==> src/hdl/assert_macros.svh <==
// shared assertion macros for the deframer
`ifndef ASSERT_MACROS_SVH
`define ASSERT_MACROS_SVH

// property that must hold at every clock edge outside reset
`define ASSERT_ALWAYS(label, prop, msg) \
  label: assert property (@(posedge clk) disable iff (!rst_n) (prop)) else $error(msg);

// implication checked from one edge to the next
`define ASSERT_NEXT(label, ante, cons, msg) \
  label: assert property (@(posedge clk) disable iff (!rst_n) (ante) |=> (cons)) \
    else $error(msg);

`endif

==> src/hdl/bsfr_pkg.sv <==
package bsfr_pkg;

  localparam int BYTE_W          = 8;
  localparam int KIND_W          = 3;
  localparam int POS_W           = 8;
  localparam int CRC_W           = 16;
  localparam int MAX_FRAME_BYTES = 128;
  localparam int MIN_FRAME_BYTES = 4;
  localparam int CNT_W           = $clog2(MAX_FRAME_BYTES + 1);

  localparam logic [BYTE_W-1:0] SYNC_RESET   = 8'h7e;
  localparam logic [BYTE_W-1:0] ESCAPE_RESET = 8'h7d;
  localparam logic [BYTE_W-1:0] ESC_XOR      = 8'h20;
  localparam logic [CRC_W-1:0]  CRC_POLY     = 16'h1021;
  localparam logic [CRC_W-1:0]  CRC_INIT     = 16'h0000;

  // result word kinds
  typedef enum logic [KIND_W-1:0] {
    KIND_DATA      = 3'd0,
    KIND_GOOD      = 3'd1,
    KIND_CRC_ERR   = 3'd2,
    KIND_SHORT     = 3'd3,
    KIND_OVERFLOW  = 3'd4,
    KIND_ESC_ABORT = 3'd5
  } kind_t;

  // configuration register indexes
  typedef enum logic {
    CFG_SYNC   = 1'b0,
    CFG_ESCAPE = 1'b1
  } cfg_reg_t;

  typedef struct packed {
    logic [BYTE_W-1:0] sync_value;
    logic [BYTE_W-1:0] escape_value;
  } cfg_t;

  // registered input word handed to the deframer core
  typedef struct packed {
    logic              vld;
    logic [BYTE_W-1:0] rx_byte;
  } stage_t;

  // crc-16, msb first, one byte folded in over eight bit steps
  function automatic logic [CRC_W-1:0] crc_feed(input logic [CRC_W-1:0] crc,
                                                input logic [BYTE_W-1:0] b);
    logic [CRC_W-1:0] c;
    c = crc ^ {b, 8'h00};
    for (int k = 0; k < 8; k++) begin
      if (c[CRC_W-1]) begin
        c = {c[CRC_W-2:0], 1'b0} ^ CRC_POLY;
      end else begin
        c = {c[CRC_W-2:0], 1'b0};
      end
    end
    return c;
  endfunction

endpackage

==> src/hdl/bsfr_if.sv <==
// raw line byte channel
interface bsfr_in_if;
  logic                       valid;
  logic                       ready;
  logic [bsfr_pkg::BYTE_W-1:0] rx_byte;

  modport source (output valid, output rx_byte, input ready);
  modport sink   (input valid, input rx_byte, output ready);
endinterface

// deframed result channel
interface bsfr_out_if;
  logic                        valid;
  logic                        ready;
  logic [bsfr_pkg::KIND_W-1:0] kind;
  logic [bsfr_pkg::BYTE_W-1:0] data_byte;
  logic [bsfr_pkg::POS_W-1:0]  position;
  logic [bsfr_pkg::CRC_W-1:0]  frame_crc;

  modport source (output valid, output kind, output data_byte, output position,
                  output frame_crc, input ready);
  modport sink   (input valid, input kind, input data_byte, input position,
                  input frame_crc, output ready);
endinterface

==> src/hdl/bsfr_cfg_regs.sv <==
module bsfr_cfg_regs (
  input  logic                        clk,
  input  logic                        rst_n,
  input  logic                        cfg_we,
  input  bsfr_pkg::cfg_reg_t          cfg_idx,
  input  logic [bsfr_pkg::BYTE_W-1:0] cfg_wdata,
  output bsfr_pkg::cfg_t              cfg
);
  import bsfr_pkg::*;

  logic [BYTE_W-1:0] sync_r, sync_nxt;
  logic [BYTE_W-1:0] escape_r, escape_nxt;

  // register write decode
  always_comb begin
    sync_nxt   = sync_r;
    escape_nxt = escape_r;
    if (cfg_we) begin
      unique case (cfg_idx)
        CFG_SYNC:   sync_nxt   = cfg_wdata;
        CFG_ESCAPE: escape_nxt = cfg_wdata;
        default:    ;
      endcase
    end
  end

  always_ff @(posedge clk) begin
    if (!rst_n) begin
      sync_r   <= SYNC_RESET;
      escape_r <= ESCAPE_RESET;
    end else begin
      sync_r   <= sync_nxt;
      escape_r <= escape_nxt;
    end
  end

  assign cfg.sync_value   = sync_r;
  assign cfg.escape_value = escape_r;

endmodule

==> src/hdl/bsfr_in_stage.sv <==
module bsfr_in_stage (
  input  logic            clk,
  input  logic            rst_n,
  bsfr_in_if.sink         in_ch,
  input  logic            adv,
  output bsfr_pkg::stage_t stage
);
  import bsfr_pkg::*;

  logic              vld_r;
  logic [BYTE_W-1:0] byte_r;

  // the stage moves on whenever the core can take its word, never in reset
  assign in_ch.ready = adv && rst_n;

  always_ff @(posedge clk) begin
    if (!rst_n) begin
      vld_r <= 1'b0;
    end else if (adv) begin
      vld_r <= in_ch.valid;
    end
  end

  always_ff @(posedge clk) begin
    if (adv && in_ch.valid) begin
      byte_r <= in_ch.rx_byte;
    end
  end

  assign stage.vld     = vld_r;
  assign stage.rx_byte = byte_r;

endmodule

==> src/hdl/bsfr_core.sv <==
`include "assert_macros.svh"

module bsfr_core (
  input  logic             clk,
  input  logic             rst_n,
  input  bsfr_pkg::stage_t stage,
  input  bsfr_pkg::cfg_t   cfg,
  output logic             adv,
  bsfr_out_if.source       out_ch
);
  import bsfr_pkg::*;

  // frame state
  logic              in_frame_r, in_frame_nxt;
  logic              esc_r, esc_nxt;
  logic [CNT_W-1:0]  cnt_r, cnt_nxt;
  logic [CRC_W-1:0]  crc_r, crc_nxt;
  logic [BYTE_W-1:0] held0_r, held0_nxt;
  logic [BYTE_W-1:0] held1_r, held1_nxt;

  // result register
  logic              out_vld_r, out_vld_nxt;
  kind_t             kind_r, kind_nxt;
  logic [BYTE_W-1:0] data_r, data_nxt;
  logic [POS_W-1:0]  pos_r, pos_nxt;
  logic [CRC_W-1:0]  ocrc_r, ocrc_nxt;

  logic              res_vld;
  logic              take;
  logic [BYTE_W-1:0] b;
  logic [CRC_W-1:0]  got_crc;

  assign adv     = !out_vld_r || out_ch.ready;
  assign take    = adv && stage.vld;
  assign b       = stage.rx_byte;
  assign got_crc = {held1_r, held0_r};

  // deframing decision for the word in the input stage
  always_comb begin
    in_frame_nxt = in_frame_r;
    esc_nxt      = esc_r;
    cnt_nxt      = cnt_r;
    crc_nxt      = crc_r;
    held0_nxt    = held0_r;
    held1_nxt    = held1_r;
    res_vld      = 1'b0;
    kind_nxt     = KIND_DATA;
    data_nxt     = '0;
    pos_nxt      = POS_W'(cnt_r);
    ocrc_nxt     = '0;

    if (!in_frame_r) begin
      // hunting: only sync opens a frame
      if (b == cfg.sync_value) begin
        in_frame_nxt = 1'b1;
        esc_nxt      = 1'b0;
        cnt_nxt      = '0;
        crc_nxt      = CRC_INIT;
      end
    end else if (cnt_r >= CNT_W'(MAX_FRAME_BYTES)) begin
      // frame too long, sync lost
      in_frame_nxt = 1'b0;
      esc_nxt      = 1'b0;
      res_vld      = 1'b1;
      kind_nxt     = KIND_OVERFLOW;
    end else if (esc_r && (b == cfg.sync_value)) begin
      // sync straight after escape restarts the frame
      esc_nxt  = 1'b0;
      cnt_nxt  = '0;
      crc_nxt  = CRC_INIT;
      res_vld  = 1'b1;
      kind_nxt = KIND_ESC_ABORT;
    end else if (!esc_r && (b == cfg.escape_value)) begin
      esc_nxt = 1'b1;
    end else if (!esc_r && (b == cfg.sync_value)) begin
      // closing sync
      if (cnt_r == '0) begin
        // empty frame stays open
      end else if (cnt_r < CNT_W'(MIN_FRAME_BYTES)) begin
        cnt_nxt  = '0;
        crc_nxt  = CRC_INIT;
        res_vld  = 1'b1;
        kind_nxt = KIND_SHORT;
      end else begin
        res_vld  = 1'b1;
        ocrc_nxt = crc_r;
        cnt_nxt  = '0;
        crc_nxt  = CRC_INIT;
        if (got_crc == crc_r) begin
          in_frame_nxt = 1'b0;
          kind_nxt     = KIND_GOOD;
        end else begin
          kind_nxt = KIND_CRC_ERR;
        end
      end
    end else begin
      // data word, unescaped if needed; crc trails by two words
      esc_nxt   = 1'b0;
      data_nxt  = esc_r ? (b ^ ESC_XOR) : b;
      if (cnt_r >= CNT_W'(2)) begin
        crc_nxt = crc_feed(crc_r, held0_r);
      end
      held0_nxt = held1_r;
      held1_nxt = data_nxt;
      cnt_nxt   = cnt_r + CNT_W'(1);
      res_vld   = 1'b1;
      kind_nxt  = KIND_DATA;
    end
  end

  assign out_vld_nxt = adv ? (stage.vld && res_vld) : out_vld_r;

  // control state
  always_ff @(posedge clk) begin
    if (!rst_n) begin
      in_frame_r <= 1'b0;
      esc_r      <= 1'b0;
      cnt_r      <= '0;
      crc_r      <= CRC_INIT;
      out_vld_r  <= 1'b0;
    end else begin
      out_vld_r <= out_vld_nxt;
      if (take) begin
        in_frame_r <= in_frame_nxt;
        esc_r      <= esc_nxt;
        cnt_r      <= cnt_nxt;
        crc_r      <= crc_nxt;
      end
    end
  end

  // held bytes and result payload
  always_ff @(posedge clk) begin
    if (take) begin
      held0_r <= held0_nxt;
      held1_r <= held1_nxt;
    end
    if (take && res_vld) begin
      kind_r <= kind_nxt;
      data_r <= data_nxt;
      pos_r  <= pos_nxt;
      ocrc_r <= ocrc_nxt;
    end
  end

  assign out_ch.valid     = out_vld_r;
  assign out_ch.kind      = kind_r;
  assign out_ch.data_byte = data_r;
  assign out_ch.position  = pos_r;
  assign out_ch.frame_crc = ocrc_r;

  // checks
  `ASSERT_ALWAYS(a_cnt_bound, cnt_r <= CNT_W'(MAX_FRAME_BYTES),
    "byte count beyond frame limit")
  `ASSERT_ALWAYS(a_esc_in_frame, !esc_r || in_frame_r,
    "escape pending while hunting")
  `ASSERT_NEXT(a_good_hunts, take && res_vld && (kind_nxt == KIND_GOOD),
    !in_frame_r && (cnt_r == '0), "good frame did not return to hunting")
  `ASSERT_ALWAYS(a_data_no_crc, !(out_vld_r && (kind_r == KIND_DATA)) || (ocrc_r == '0),
    "data word carries a crc")

endmodule

==> src/hdl/byte_stuffed_frame_receiver_crc16.sv <==
// an accepted word passes through the input register and then into the result register
// throughput: one received byte per cycle while no result is left waiting, limited by the single state update
// a result left waiting holds the input register and keeps input ready low until taken
// reset: synchronous active-low rst_n; hunting for sync, registers back to 0x7e / 0x7d
module byte_stuffed_frame_receiver_crc16 (
  input  logic                        clk,
  input  logic                        rst_n,
  bsfr_in_if.sink                     in_ch,
  bsfr_out_if.source                  out_ch,
  input  logic                        cfg_we,
  input  bsfr_pkg::cfg_reg_t          cfg_idx,
  input  logic [bsfr_pkg::BYTE_W-1:0] cfg_wdata
);
  import bsfr_pkg::*;

  cfg_t   cfg;
  stage_t stage;
  logic   adv;

  // configuration registers
  bsfr_cfg_regs u_cfg (
    .clk       (clk),
    .rst_n     (rst_n),
    .cfg_we    (cfg_we),
    .cfg_idx   (cfg_idx),
    .cfg_wdata (cfg_wdata),
    .cfg       (cfg)
  );

  // input register
  bsfr_in_stage u_in (
    .clk   (clk),
    .rst_n (rst_n),
    .in_ch (in_ch),
    .adv   (adv),
    .stage (stage)
  );

  // deframer state and result register
  bsfr_core u_core (
    .clk    (clk),
    .rst_n  (rst_n),
    .stage  (stage),
    .cfg    (cfg),
    .adv    (adv),
    .out_ch (out_ch)
  );

endmodule

==> src/flat_wrapper.sv <==
// flat-port wrapper written by rule: the top's interface ports become plain ports
module byte_stuffed_frame_receiver_crc16_flat import bsfr_pkg::*;
  (clk, rst_n, cfg_we, cfg_idx, cfg_wdata, in_ch_valid, in_ch_rx_byte, in_ch_ready, out_ch_valid, out_ch_kind, out_ch_data_byte, out_ch_position, out_ch_frame_crc, out_ch_ready);
  bsfr_in_if in_ch_i ();
  bsfr_out_if out_ch_i ();
  input  logic clk;
  input  logic rst_n;
  input  logic cfg_we;
  input  bsfr_pkg::cfg_reg_t cfg_idx;
  input  logic [bsfr_pkg::BYTE_W-1:0] cfg_wdata;
  input wire logic [$bits(in_ch_i.valid)-1:0] in_ch_valid;
  input wire logic [$bits(in_ch_i.rx_byte)-1:0] in_ch_rx_byte;
  output wire logic [$bits(in_ch_i.ready)-1:0] in_ch_ready;
  output wire logic [$bits(out_ch_i.valid)-1:0] out_ch_valid;
  output wire logic [$bits(out_ch_i.kind)-1:0] out_ch_kind;
  output wire logic [$bits(out_ch_i.data_byte)-1:0] out_ch_data_byte;
  output wire logic [$bits(out_ch_i.position)-1:0] out_ch_position;
  output wire logic [$bits(out_ch_i.frame_crc)-1:0] out_ch_frame_crc;
  input wire logic [$bits(out_ch_i.ready)-1:0] out_ch_ready;
  assign in_ch_i.valid = in_ch_valid;
  assign in_ch_i.rx_byte = in_ch_rx_byte;
  assign in_ch_ready = in_ch_i.ready;
  assign out_ch_valid = out_ch_i.valid;
  assign out_ch_kind = out_ch_i.kind;
  assign out_ch_data_byte = out_ch_i.data_byte;
  assign out_ch_position = out_ch_i.position;
  assign out_ch_frame_crc = out_ch_i.frame_crc;
  assign out_ch_i.ready = out_ch_ready;
  byte_stuffed_frame_receiver_crc16 u_core (.clk(clk), .rst_n(rst_n), .in_ch(in_ch_i), .out_ch(out_ch_i), .cfg_we(cfg_we), .cfg_idx(cfg_idx), .cfg_wdata(cfg_wdata));
endmodule
==> config.mk <==
export PLATFORM = sky130hd
export DESIGN_NAME = byte_stuffed_frame_receiver_crc16_flat
export DESIGN_NICKNAME = d
export VERILOG_FILES = /design/src/hdl/bsfr_pkg.sv /design/src/hdl/bsfr_if.sv /design/src/hdl/bsfr_cfg_regs.sv /design/src/hdl/bsfr_in_stage.sv /design/src/hdl/bsfr_core.sv /design/src/hdl/byte_stuffed_frame_receiver_crc16.sv /design/src/flat_wrapper.sv
export VERILOG_INCLUDE_DIRS = /design/src /design/src/hdl
export SDC_FILE = /design/constraint.sdc
export NUM_CORES = 1
export LEC_CHECK = 0
export BUFFER_PORTS_ARGS = -buffer_cell sky130_fd_sc_hd__buf_2
export CORE_MARGIN = 5
export CORE_UTILIZATION = 40
export DETAILED_ROUTE_END_ITERATION = 6
export GPL_TIMING_DRIVEN = 1
export HOLD_SLACK_MARGIN = 0.06
export SLEW_MARGIN = 5
export SYNTH_ARGS = -nofsm -noshare
export SYNTH_HDL_FRONTEND = slang
export SYNTH_SLANG_ARGS = --single-unit
==> constraint.sdc <==
create_clock -name clk -period 3.15 [get_ports clk]
set_clock_uncertainty 0.05 [all_clocks]
set_input_delay 0.315 -clock clk [delete_from_list [all_inputs] [get_ports clk]]
set_output_delay 0.315 -clock clk [all_outputs]
set_load 0.01 [all_outputs]
# Word-level counts from Yosys, hierarchy flattened
# Cells that the tools add are included.
[word_totals]
regBits = 103
latch_bits = 0
ramBits = 0
mem_bits_ro = 0
in_bits = 22
n_memories = 0
[classes]
n_addsub = 1
multipliers = 0
div = 0
n_lt_le_gt_ge = 3
n_eq_ne = 8
shifts = 0
n_mux = 94
bitwise_logic = 16
n_reduce_logical = 23
[ops]
columns = ["operator", "count"]
rows = [
  ["$mux W16", 50],
  ["$mux W13", 8],
  ["$mux W8", 7],
  ["$not A3 Y3", 8],
  ["$mux W1", 21],
  ["$eq A16 B16 Y1", 1],
  ["$eq A8 B8 Y1", 2],
  ["$xor A16 B16 Y16", 1],
  ["$mux W3", 4],
  ["$reduce_and A6 Y1", 2],
  ["$add A8 B1 Y8 const B", 1],
  ["$ge A8 B2 Y1 const B", 1],
  ["$ge A8 B8 Y1 const B", 1],
  ["$logic_and A1 B1 Y1", 8],
  ["$logic_not A8 Y1", 1],
  ["$lt A8 B3 Y1 const B", 1],
  ["$not A1 Y1", 7],
  ["$reduce_or A7 Y1", 1],
  ["$mux W2", 3],
  ["$mux W6", 1],
  ["$reduce_or A6 Y1", 1],
  ["$ne A5 B5 Y1 const B", 1],
  ["$reduce_and A5 Y1", 1],
  ["$reduce_or A5 Y1", 1],
  ["other kinds (10)", 12],
]

# Logic depth before layout (Yosys ltp)
[logic_depth]
ltp_word = 65
mapped_depth = 9
depth_no_buf = 6

# Hierarchy
# Synthesis repeated with hierarchy kept, for this count alone.
[hier_totals]
hier_cells = 397
hier_area_um2 = 4594.4
[by_module_without_submodules]
columns = ["mod", "instances", "cells_per_inst", "area_per_inst_um2", "seq_area_each_um2"]
rows = [
  ["bsfr_core", 1, 312, 3632.2, 2072.0],
  ["bsfr_cfg_regs", 1, 71, 666.9, 320.3],
  ["bsfr_in_stage", 1, 14, 295.3, 260.2],
]

# Worst setup path after synthesis
# OpenSTA, ideal clock, no wires.
[synth_timing]
path_kind = "register -> register"
from = "register u_core.u_in.byte_r[2]"
to = "register u_core.u_core.data_r[0], in the netlist u_core.u_core.out_ch.data_byte[0], enable pin"
arrival_time_ps = 2052
required_ps = 2704
path_slack_ps = 653
path_stages_with_launch = 8
path_buffers = 1
period_less_slack_ps = 2497
cell_sequence = "edfxtp_1 -> xnor2_1 -> nand4_1 -> or2_2 -> buf_2 -> nor3_1 -> o21bai_1 -> and3_1"
[synth_via]
elab_chain_len = 8
[synth_lines]
columns = ["element", "line_no", "source"]
rows = [
  ["start: declaration", "bsfr_in_stage.sv:11", "logic [BYTE_W-1:0] byte_r;"],
  ["start signal: assignment", "bsfr_in_stage.sv:26", "byte_r <= in_ch.rx_byte;"],
  ["$eq A8 B8 Y1", "bsfr_core.sv:66, bsfr_core.sv:75", ""],
  ["$logic_and A1 B1 Y1", "bsfr_core.sv:75", "end else if (!esc_r && (b == cfg.sync_value)) begin"],
  ["$mux W1", "bsfr_core.sv:75", ""],
  ["$mux W1", "bsfr_core.sv:73", "end else if (!esc_r && (b == cfg.escape_value)) begin"],
  ["$mux W1 *", "bsfr_core.sv:66", "end else if (esc_r && (b == cfg.sync_value)) begin"],
  ["$mux W1 *", "bsfr_core.sv:60", "end else if (cnt_r >= CNT_W'(MAX_FRAME_BYTES)) begin"],
  ["$mux W1 *", "bsfr_core.sv:52", "if (!in_frame_r) begin"],
  ["$logic_and A1 B1 Y1 *", "bsfr_core.sv:138", "if (take && res_vld) begin"],
  ["end signal: assignment", "bsfr_core.sv:140", "data_r <= data_nxt;"],
  ["end: declaration", "bsfr_core.sv:24", "logic [BYTE_W-1:0] data_r, data_nxt;"],
]
# Mark *: on every way between the ends. The rest lies on a longest branch, timed or not.
# A chain may end at the register's enable or synchronous reset.

# Worst setup path in the final report
[layout_timing]
from = "register u_core.u_in.byte_r[0]"
to = "register u_core.u_core.pos_r[6], in the netlist u_core.u_core.out_ch.position[6], enable pin"
[layout_via]
elab_chain_len = 8
[layout_lines]
columns = ["element", "line_no", "source"]
rows = [
  ["$eq A8 B8 Y1", "bsfr_core.sv:66, bsfr_core.sv:75", ""],
  ["$logic_and A1 B1 Y1", "bsfr_core.sv:75", ""],
  ["$mux W1", "bsfr_core.sv:75", ""],
  ["$mux W1", "bsfr_core.sv:73", ""],
  ["$mux W1 *", "bsfr_core.sv:66", ""],
  ["$mux W1 *", "bsfr_core.sv:60", ""],
  ["$mux W1 *", "bsfr_core.sv:52", ""],
  ["$logic_and A1 B1 Y1 *", "bsfr_core.sv:138", ""],
  ["end signal: assignment", "bsfr_core.sv:141", "pos_r <= pos_nxt;"],
  ["end: declaration", "bsfr_core.sv:25", "logic [POS_W-1:0] pos_r, pos_nxt;"],
]
# Marks and branches as above.

==> key figures <==
Worst hold path
  – Hold Crit Class: in -> reg
  – Hold path start: in_ch_rx_byte[0]

Timing
  – Final period utilization: 82.5%
  – Finish-stage setup viols: 0
  – RSZ-0062 raised after global routing: false
  – Relative slew slack: 54.1%
  – Setup TNS: 0 ns
  – Min Tclk post-route: 2.60 ns
  – Fin worst setup slack: 0.552 ns
  – Pins Over Slew Limit: 0
  – Max Fclk: 385 MHz
  – Final Hold Fails: 0
  – Worst-margin pin slew: 0.683 ns

Finish
  – Register area: 2650 um2
  – Final net count: 454
  – Commonest non-fill, non-tap cell in the layout: edfxtp_1
  – Diodes inserted: 0
  – Synth-to-layout area growth: 15.9%
  – Multi-input gate area: 1650 um2
  – Layout cells sized above 1: 21.6%
  – Most frequent cells in the layout: edfxtp_1, buf_2, nand2_1
  – # fillers: 987

Synth
  – Area leader, netlist: edfxtp_1
  – Mapped Area: 4390 um2
  – Syn nets: 391
  – Yosys cell types: 50
  – Area share of the largest cell type after synthesis: 40.4%
  – Synth warnings: 0
  – Cell count after synthesis: 367
  – Post-synthesis sequential area ratio: 60.4%
  – Yosys reg bits: 103
  – Post-synth EDFFs: 59
  – Avg Cell Area, Syn: 12.0 um2
  – Primary FF master, synth: edfxtp_1
  – Synth top area cells: edfxtp_1, dfxtp_1, xor2_1, and2_1, xnor2_1
  – Post-synth ARST share: 0%

Power and ir drop
  – Pint: 0.00193 W
  – Clock power share: 37.5%
  – Leakage power: 2.05 nW
  – Psw: 0.000548 W
  – Power density over the cells: 488 nW/um2
  – Max IR drop VDD: 0.000237 V
  – Logic pwr share: 4.0%
  – Sw Share: 22.1%
  – Seq pwr share: 58.5%

Floorplan
  – Initial Util: 40.7%
  – Die height: 115 um
  – Core area: 10,800 um2
  – I/O pin count: 59
  – Num rows: 38
  – Die Span X: 115 um
  – Overall die area: 13,200 um2

Place
  – DP HPWL: 6430 um
  – GP Congestion: 0.892
  – Dpl ws: 0.557 ns
  – IO buf count: 58

Worst setup path
  – CP Buf/Inv Count: 2
  – Worst setup path start: u_core.u_in.byte_r[0]
  – Max stage delay on crit path: 0.48 ns
  – CP required: 3.13 ns
  – CP Cell Sequence: xor2_1, nor4_1, and3_1, buf_4, o21bai_1, and3_1, buf_4
  – Reg2Reg Launch Point: u_core.u_in.byte_r[0]
  – CP max FO: 26
  – CP Capture Type: register
  – Worst Setup Path Type: reg -> reg
  – Crit path DAT: 2.58 ns
  – Top Family by Delay on Critical Path: simple AND/OR/NAND/NOR gates
  – Worst setup SP type: register
  – CP max stage cell: edfxtp_1

Global route
  – Vias in the first global route: 2,840
  – Largest net degree at the start of global routing: 27
  – GRT overflow: 0
  – Gr usage total: 13.8%
  – First-pass GRT wire length: 14,200 um
  – Antenna violations before repair: 0

Flow run
  – Max-cap violations: 0

Routing
  – DRC Markers: 0
  – WL met3: 412 um
  – TritonRoute pass-1 iters: 4
  – Routed length per placed instance: 15.0 um
  – Final WL: 8630 um
  – Max layer used: met4
  – Drt first-iter violations: 146
  – Vias per cell: 4.98
  – Met1 Wirelength: 3990 um
  – Antenna-violating nets left: 0
  – Met2 WL: 4080 um
  – Via count: 2,866

CTS
  – Setup Buffers After CTS: 0
  – H-tree levels: 3
  – Total CTS buffers: 9
  – Clock slew at reported path FFs: 0.11 ns
  – # clock sinks: 103
  – CTS tree: built
  – Max clock buf depth: 2
  – CTS root buffer: clkbuf_8
  – Worst-Skew Late Latency: 0.37 ns

Run status
  – Outcome: finished, final reports clean
==> timing repair <==
item | in CTS | in global routing
resized for setup | 0 | 0
hold buffers | 5 | 0
endpoints found under the setup margin | 0 | 0
endpoints found under the hold margin | 5 | 0
==> area by class of cell <==
cell class / count / area share (%)
flip-flops and latches: 103 / 52.2
multi-input cells: 246 / 32.5
repair buffers: 66 / 7.13
well taps: 140 / 3.44
clock buffers: 9 / 2.44
clock inverters: 7 / 2.04
inverters: 4 / 0.295
==> final timing paths <==
kind                                            to  slack (ns)  cells after the start
setup / recovery  u_core.u_core.out_ch.position[6]        0.55                      7
hold reg to reg           u_core.u_cfg.escape_r[7]        0.42                      2
setup reg to reg  u_core.u_core.out_ch.position[6]        0.55                      7
hold / removal               u_core.u_in.byte_r[0]        0.08                      1
==> sequential cells by signal (all words and copies together) (netlist names) <==
register,count
u_core.u_cfg.escape_r,8
u_core.u_core.in_frame_r,1
u_core.u_core.out_ch.kind,3
u_core.u_core.held0_r,8
u_core.u_in.vld_r,1
u_core.u_core.out_ch.valid,1
u_core.u_core.esc_r,1
u_core.u_core.cnt_r,8
u_core.u_core.held1_r,8
u_core.u_core.out_ch.frame_crc,16
u_core.u_core.crc_r,16
u_core.u_core.out_ch.data_byte,8
u_core.u_core.out_ch.position,8
u_core.u_in.byte_r,8
u_core.u_cfg.sync_r,8
==> power by group through the flow <==
stage | Combinational, W | Sequential (W) | Clock [W]
after floorplan | 0.0000657 | 0.00148 | 0
after global placement | 0.0000917 | 0.00148 | 0
after detailed placement | 0.0000934 | 0.00148 | 0
after CTS | 0.0000986 | 0.00145 | 0.000956
after global routing | 0.000110 | 0.00146 | 0.00101
final | 0.0000980 | 0.00145 | 0.000931
==> worst reg2reg max path, delay by kind of cell (launching register included) <==
| family | cells | cell delay [ns] |
|---|---|---|
| compound gates | 1 | 0.18 |
| xor+xnor | 1 | 0.20 |
| buf+inv | 2 | 0.58 |
| flops | 1 | 0.48 |
| simple gates | 3 | 0.76 |
==> stage by stage <==
stage | area, um2 | cells | total power, W | hold WS [ns] | utilization, %
floorplan | 4390 | 367 | 0.00154 | 0.364 | -
global placement | 4810 | 554 | 0.00157 | 0.413 | 44.6
detailed placement | 4810 | 554 | 0.00158 | 0.410 | 44.6
CTS | 5090 | 575 | 0.00251 | 0.0647 | 47.1
global route | 5090 | 575 | 0.00257 | 0.0644 | 47.1
finish | 5090 | 575 | 0.00248 | 0.0820 | 47.1
==> cell usage after synthesis (2+ instances only) <==
master and number:
a21o_1 3, a21oi_1 5, a22o_1 7, a22o_2 6
a31oi_1 3, a32o_1 2, and2_1 30, and3_1 3
buf_2 3, clkbuf_1 8, dfxtp_1 44, edfxtp_1 59
ha_1 2, inv_1 3, mux2i_1 3, nand2_1 47
nand2b_1 3, nand3_1 18, nand4_1 5, nor2_1 11
nor3_1 7, nor3_4 2, nor4_1 6, o22ai_1 2
o2bb2ai_1 3, or2_2 3, xnor2_1 21, xor2_1 36
==> cells by family (layout without fill, tap and decap cells) <==
group | count (synthesis) | after routing | share of synthesized area (%)
AO/OA/AOI/OAI | 40 | 40 | 7.70
XOR/XNOR | 57 | 57 | 11.4
adder cells (fa/ha/maj) | 2 | 2 | 0.570
buffers and inverters | 18 | 86 | 1.91
flip-flops | 103 | 103 | 60.4
multiplexers | 3 | 3 | 0.684
AND/OR/NAND/NOR | 144 | 144 | 17.3
==> routing by layer <==
layer	vias up	track usage, %
li1	1434	-
met1	1342	17.6
met2	79	23.2
met3	11	2.68
met4	0	5.32
met5	-	0
Note: power is estimated with default switching activity, not from simulation.
